File: src/rtl/spq_pkg.sv
// Shared types and constants for the sorted priority queue.
`default_nettype none

package spq_pkg;

  // Built depth of the key row and reset capacity
  localparam int unsigned SPQ_DEPTH     = 16;
  localparam int unsigned CAP_W         = 5;
  localparam logic [CAP_W-1:0] CAP_RESET = 5'd16;

  typedef logic signed [31:0] key_t;

  // Request opcodes
  typedef enum logic {
    OP_INSERT = 1'b0,
    OP_REMOVE = 1'b1
  } opcode_e;

  // Result status codes
  typedef enum logic [1:0] {
    ST_OK    = 2'd0,
    ST_EMPTY = 2'd1,
    ST_FULL  = 2'd2
  } status_e;

  // Request payload
  typedef struct packed {
    logic  opcode;
    key_t  key_value;
  } spq_req_t;

  // Result payload
  typedef struct packed {
    key_t         removed_value;
    key_t         min_value;
    logic [1:0]   status;
    logic [4:0]   entry_count;
    logic         is_empty;
    logic         is_full;
  } spq_res_t;

  // Per-cell control from the row controller
  typedef struct packed {
    logic ins;      // insert takes effect this cycle
    logic occ;      // cell holds a stored key
    logic tail;     // cell is the first free slot
    logic prev_gt;  // left neighbor is shifting right
  } spq_cell_ctl_t;

endpackage

`default_nettype wire

File: src/rtl/spq_cell.sv
// One storage cell of the sorted key row.
`default_nettype none

module spq_cell import spq_pkg::*; (
  input  wire           clk_i,
  input  spq_cell_ctl_t ctl_i,
  input  key_t          key_i,
  input  key_t          prev_key_i,
  output key_t          key_o,
  output logic          gt_o
);

  key_t key_q, key_d;

  // New key sorts ahead of this stored key
  assign gt_o = ctl_i.occ && (key_i > key_q);

  // Take the neighbor's key on a shift, the new key at the insert point
  always_comb begin
    key_d = key_q;
    if (ctl_i.ins) begin
      if (ctl_i.prev_gt) begin
        key_d = prev_key_i;
      end else if (gt_o || ctl_i.tail) begin
        key_d = key_i;
      end
    end
  end

  always_ff @(posedge clk_i) begin
    key_q <= key_d;
  end

  assign key_o = key_q;

endmodule

`default_nettype wire

File: src/rtl/sorted_priority_queue.sv
// Top level of the sorted priority queue: cell row, count and result logic.
`default_nettype none

// Latency: the result strobes on done_o in the cycle after start is taken.
// Requests: start is not taken while busy is high; busy covers the cycle in
// which the tail of the cell row is read back for the new minimum.
// Reset: count clears to 0 and capacity to 16; cell keys hold no reset value.
// The receiver cannot stall: each result is shown for exactly one cycle.
module sorted_priority_queue import spq_pkg::*; #(
  parameter int unsigned DEPTH = SPQ_DEPTH
) (
  input  wire              clk_i,
  input  wire              rst_ni,
  input  wire              start,
  output logic             busy,
  input  spq_req_t         req_i,
  output logic             done_o,
  output spq_res_t         res_o,
  input  wire              cfg_valid_i,
  output logic             cfg_ready_o,
  input  wire [CAP_W-1:0]  cfg_data_i
);

  localparam int unsigned CW = $clog2(DEPTH + 1);
  localparam int unsigned IW = (DEPTH > 1) ? $clog2(DEPTH) : 1;
  localparam int unsigned EW = (CW > CAP_W) ? CW : CAP_W;

  logic [CAP_W-1:0] cap_q;
  logic [CW-1:0]    count_q, count_d;
  logic             busy_q;
  key_t             removed_q, removed_d;
  status_e          status_q, status_d;

  logic [EW-1:0] cap_ext, eff_cap, count_ext;
  logic          full, empty, accept, ins_en;
  logic [CW-1:0] cnt_m1;
  logic [IW-1:0] tail_idx;
  key_t          tail_key;

  key_t keys [DEPTH];
  logic gt   [DEPTH];

  // Capacity saturates to the range 1..DEPTH
  assign cap_ext = EW'(cap_q);
  always_comb begin
    eff_cap = cap_ext;
    if (cap_ext == '0) begin
      eff_cap = EW'(1);
    end else if (cap_ext > EW'(DEPTH)) begin
      eff_cap = EW'(DEPTH);
    end
  end

  assign count_ext = EW'(count_q);
  assign full      = count_ext >= eff_cap;
  assign empty     = (count_q == '0);
  assign accept    = start && !busy_q;
  assign ins_en    = accept && (req_i.opcode == OP_INSERT) && !full;

  // Tail of the row: smallest stored key
  assign cnt_m1   = count_q - CW'(1);
  assign tail_idx = cnt_m1[IW-1:0];
  assign tail_key = keys[tail_idx];

  // Row of cells, each handing its key to the right on an insert shift
  for (genvar i = 0; i < DEPTH; i++) begin : g_cell
    spq_cell_ctl_t ctl;
    key_t          prev_key;
    if (i == 0) begin : g_head
      assign ctl.prev_gt = 1'b0;
      assign prev_key    = '0;
    end else begin : g_body
      assign ctl.prev_gt = gt[i-1];
      assign prev_key    = keys[i-1];
    end
    assign ctl.ins  = ins_en;
    assign ctl.occ  = CW'(i) < count_q;
    assign ctl.tail = count_q == CW'(i);

    spq_cell u_cell (
      .clk_i      (clk_i),
      .ctl_i      (ctl),
      .key_i      (req_i.key_value),
      .prev_key_i (prev_key),
      .key_o      (keys[i]),
      .gt_o       (gt[i])
    );
  end

  // Count update and result capture
  always_comb begin
    count_d   = count_q;
    removed_d = removed_q;
    status_d  = status_q;
    if (accept) begin
      removed_d = '0;
      status_d  = ST_OK;
      unique case (req_i.opcode)
        OP_REMOVE: begin
          if (empty) begin
            status_d = ST_EMPTY;
          end else begin
            removed_d = tail_key;
            count_d   = cnt_m1;
          end
        end
        OP_INSERT: begin
          if (full) begin
            status_d = ST_FULL;
          end else begin
            count_d = count_q + CW'(1);
          end
        end
        default: begin
          status_d = ST_OK;
        end
      endcase
    end
  end

  always_ff @(posedge clk_i or negedge rst_ni) begin
    if (!rst_ni) begin
      count_q  <= '0;
      busy_q   <= 1'b0;
      cap_q    <= CAP_RESET;
      status_q <= ST_OK;
    end else begin
      count_q  <= count_d;
      busy_q   <= accept;
      status_q <= status_d;
      if (cfg_valid_i) begin
        cap_q <= cfg_data_i;
      end
    end
  end

  always_ff @(posedge clk_i) begin
    removed_q <= removed_d;
  end

  // Result read back from the updated row
  assign busy        = busy_q;
  assign done_o      = busy_q;
  assign cfg_ready_o = 1'b1;

  always_comb begin
    res_o.removed_value = removed_q;
    res_o.min_value     = empty ? key_t'(0) : tail_key;
    res_o.status        = status_q;
    res_o.entry_count   = count_ext[4:0];
    res_o.is_empty      = empty;
    res_o.is_full       = full;
  end

endmodule

`default_nettype wire
File: config.mk
export PLATFORM = sky130hd
export DESIGN_NAME = sorted_priority_queue
export DESIGN_NICKNAME = d
export VERILOG_FILES = /design/src/rtl/spq_pkg.sv /design/src/rtl/spq_cell.sv /design/src/rtl/sorted_priority_queue.sv
export SDC_FILE = /design/constraint.sdc
export NUM_CORES = 2
export LEC_CHECK = 0
export BUFFER_PORTS_ARGS = -buffer_cell sky130_fd_sc_hd__buf_2
export CAP_MARGIN = 30
export CORE_MARGIN = 2
export CORE_UTILIZATION = 50
export CTS_CLUSTER_DIAMETER = 120
export CTS_CLUSTER_SIZE = 8
export DETAILED_ROUTE_END_ITERATION = 7
export HOLD_SLACK_MARGIN = 0.12
export PLACE_DENSITY = 0.67
export SYNTH_ARGS = -nofsm -noshare
export SYNTH_HDL_FRONTEND = slang
export SYNTH_HIERARCHICAL = 1
export SYNTH_SLANG_ARGS = --single-unit
File: constraint.sdc
create_clock -name clk_i -period 7.9 [get_ports clk_i]
set_input_delay 1.58 -clock clk_i [delete_from_list [all_inputs] [get_ports clk_i]]
set_output_delay 1.58 -clock clk_i [all_outputs]
set_load 0.02 [all_outputs]
# After elaboration in Yosys (flattened, before gate mapping)
# Cells that the tools add are included.
[word_totals] ff_bits=557
[op_classes] eq_ne=17 n_addsub=2 n_reduce_logical=71 n_mux=42 order_cmp=35 bitwise=2
[op_table] operator="two-way mux 32 bit" n=33
[op_table] operator="> comparator 32 bit" n=16
[op_table] operator="binary-select mux 32 bit (select 4 bit)" n=1
[op_table] operator="equality test 5 x 4 -> 1 bit, second input constant" n=8
[op_table] operator="< comparator 4 x 5 -> 1 bit, first input constant" n=8
[op_table] operator="AND reduction 2 bit" n=16
[op_table] operator="nonzero test 2 bit" n=15
[op_table] operator="equality test 5 x 3 -> 1 bit, second input constant" n=4
[op_table] operator="< comparator 3 x 5 -> 1 bit, first input constant" n=4
[op_table] operator="two-way mux 5 bit" n=4
[op_table] operator="logical AND 1 bit" n=19
[op_table] operator="logical OR 1 bit" n=16
[op_table] operator="equality test 5 x 2 -> 1 bit, second input constant" n=2
[op_table] operator="zero test 5 bit" n=2
[op_table] operator="< comparator 1 x 5 -> 1 bit, first input constant" n=2
[op_table] operator="< comparator 2 x 5 -> 1 bit, first input constant" n=2
[op_table] operator="case mux 5 bit (2 select lines)" n=1
[op_table] operator="adder 5 x 1 -> 5 bit, second input constant" n=1
[op_table] operator="equality test 5 x 1 -> 1 bit, second input constant" n=1
[op_table] operator="greater-or-equal comparator 5 bit" n=1
[op_table] operator="greater-or-equal comparator 5 bit, second input constant" n=1
[op_table] operator="> comparator 5 bit, second input constant" n=1
[op_table] operator="NOT 4 -> 5 bit" n=1
[op_table] operator="subtractor 5 x 1 -> 5 bit, second input constant" n=1
[op_table] operator="other kinds (7)" n=9

# Logic depth before layout (Yosys ltp)
[logic_depth] word_depth=7 depth_mapped=12 depth_no_buf=11

# Modules after synthesis
# Netlist, hierarchy kept.
[modules_own_cells] mod="spq_cell at g_cell[0].u_cell ..." cells_each=189 instances=15 area_per_inst_um2=2172.1
[modules_own_cells] mod="sorted_priority_queue" cells_each=480 instances=1 area_per_inst_um2=6517.5
[modules_own_cells] mod="spq_cell at g_cell[9].u_cell" cells_each=187 instances=1 area_per_inst_um2=2178.3

# Worst setup path before layout
# OpenSTA, ideal clock, no wires.
[synth_path] path_kind="input port to flip-flop" startpoint="in req_i[14] (netlist name)" endpoint="reg g_cell[9].u_cell.key_q[0], enable pin" slack_ps=1835 cell_stages=11 arrival_ps=5625 path_buffers=2 setup_time_ps=441 path_cell_list="ha_1 -> a21oi_2 -> nand2_1 -> a221o_1 -> o31a_1 -> or4b_4 -> nand2_1 -> clkbuf_1 -> clkbuf_1 -> nor2_1 -> a31oi_1"
[synth_lines] item="start, declared" line_no="sorted_priority_queue.sv:16" rtl="input spq_req_t req_i,"
[synth_lines] item="end signal, assigned" line_no="spq_cell.sv:31" rtl="key_q <= key_d;"
[synth_lines] item="end, declared" line_no="spq_cell.sv:13" rtl="key_t key_q, key_d;"

==> metrics.md <==
| Metric | Value |
|---|---|
| Power Density | `323 nW/um^2` |
| IO Count | `118` |
| Synth warnings | `6` |
| Maximum vdd drop | `0.000365 V` |
| Worst setup path start | `count_ext[0]` |
| Critical path capture point type | `output pin` |
| Worst Path Arrival | `4610 ps` |
| Cts bufs inserted | `79` |
| Crit path buf inv count | `3` |
| Cell count after placement | `4,645` |
| Slew Limit Fails | `0` |
| RSZ-0062 raised after global routing | `no` |
| Die Y | `291 um` |
| Final std cells w/o fill | `4,750` |
| Largest net degree at the start of global routing | `105` |
| Vias in the first global route | `28,600` |
| Lkg Pwr | `18.8 nW` |
| DRT Pass-1 Iters | `5` |
| Most common library cell in the layout ignoring fill and taps | `inv_1` |
| Clk_lat worst skew | `630 ps` |
| Cells on worst reg2reg path | `11` |
| Endpoint, Worst Hold | `status_q[1]` |
| H-tree levels | `3` |
| Commonest non-fill, non-tap cells in the layout | `inv_1 (549), edfxtp_1 (544), mux2_2 (536)` |
| Crit-path max cell delay | `910 ps` |
| Area delta synth->final | `10.7%` |
| Initial Util | `50.4%` |
| Reg-to-Reg End | `g_cell[11].u_cell/key_o[19]` |
| DP Wirelength | `82.6 mm` |
| First-pass GRT wire length | `167 mm` |
| Post-cts resize count | `0` |
| Grt total ovfl | `0` |
| Die Wd | `291 um` |
| Fin Setup TNS | `0 ps` |
| Critical path type | `register to output pin` |
| Core area | `81,800 sq um` |
| Hold depth | `2` |
| Routed Antenna Nets | `0` |
| Crit Path Max Fanout | `79` |
| Final Power | `14.8 mW` |
| Total wire length | `108 mm` |
| Vias/cell | `6.03` |
| I/O Buffers | `116` |
| Rows | `105` |
| Hold Startpoint | `status_q[1]` |
| Final setup violation count | `0` |
| Mapped cell area | `41,300 sq um` |
| Hold WC Path Type | `register to register` |
| Max-Cap Viols | `0` |
| Reg-to-reg slack, setup | `2850 ps` |
| R2R Path Start | `count_ext[0]` |
| Worst Setup Start Kind | `register` |
| Final net count | `4,220` |
| Fmax | `162 MHz` |
| Tcrit/Tclk final | `78.3%` |
| CTS Buffer Depth | `3` |
| Status | `finished clean` |
| Tmin final | `6190 ps` |
| Overall Global Routing Usage | `25.4%` |
| Final Hold Viols | `0` |
| Clk sinks | `557` |
| Per-cell routed wire length | `22.8 um` |
| Final clock skew | `26.4 ps` |
| Share of cells above drive strength 1 | `26.6%` |
| Vias | `28,600` |
| Antenna violations before repair | `4` |
| Worst-path clk slew | `50 ps` |
| Cells after Synth | `3,501` |
| Slew headroom | `25.1%` |
| 1st-iter DRT viols | `2,042` |
| Syn avg cell area | `11.8 sq um` |
| Critical path cell sequence | `inv_1 > ha_4 > buf_12 > mux4_2 > mux2_1 > a22o_1 > buf_2` |
| Setup bufs post-CTS | `0` |
| CTS tree | `built` |
| CP top delay family | `buffers and inverters` |
| Slowest cell on crit path | `ha_4` |
| GPL Wtd Cong | `0.870` |
| Root buffer cell | `clkbuf_16` |
| CTS Hold Bufs | `0` |
| Number of cells on the critical path | `7` |
| Post-route DRC | `0` |
| WP data required | `6320 ps` |
| Least-Margin Pin Slew | `1110 ps` |
| Die area | `84,900 sq um` |
## flip-flops by register name (all words and copies together) (netlist names)
signal / cells
g_cell.u_cell/key_o: 512
busy: 1
status_q: 2
count_ext: 5
removed_q: 32
cap_ext: 5
## per-layer routing
metal	wire length [um]	GRT usage, %	share of wire, %	vias up
met5	13	0	0.012	-
met4	2880	7.41	2.7	2
met3	5290	3.63	4.9	167
met2	52700	42.6	49	687
met1	47500	34.2	44	14300
li1	-	-	-	13500
## area by class of cell
cell class | instances | area [sq um]
Clock inverter | 8 | 96.3
Antenna cell | 4 | 10.0
Clock buffer | 93 | 2030
Fill cell | 6905 | 36200
Timing Repair Buffer | 167 | 1110
Sequential cell | 557 | 16700
Tap cell | 1070 | 1340
Inverter | 550 | 2060
Multi-Input combinational cell | 2301 | 22400
## worst max-delay path by stage
stage	slack [ps]	endpoint
2_1_floorplan	1830	g_cell[9].u_cell/key_o[0]
3_3_place_gp	1820	g_cell[11].u_cell/key_o[21]
3_5_place_dp	1870	g_cell[3].u_cell/key_o[5]
4_1_cts	1670	res_o[22]
5_1_grt	1550	res_o[23]
6_report	1710	res_o[39]
## per-stage QoR
step	hold slack [ps]	utilization (%)	area [sq um]	worst slack, ps
after floorplan	481	-	41400	1830
after global placement	469	53.0	43400	1820
after detailed placement	491	53.2	43600	1870
after CTS	500	55.8	45700	1670
after global routing	536	55.8	45700	1550
final	500	55.8	45700	1710
## worst reg2reg max path: stages, from the launching register on
cell and delay, ps:
dfrtp_4 890, buf_12 680, nand2_1 530, a21oi_1 250, inv_1 60, a31oi_1 250, or4b_4 530, nand2_1 90
buf_4 390, nor2_1 170, a31oi_4 660, buf_16 230
## where the power goes
part | internal, mW | switching (mW) | total (mW)
sequential | 3.92 | 0.318 | 4.23
combinational | 3.22 | 4.22 | 7.45
clock | 1.79 | 1.30 | 3.09
total | 8.93 | 5.84 | 14.8
No activity file was read; power rests on OpenSTA's default activity.
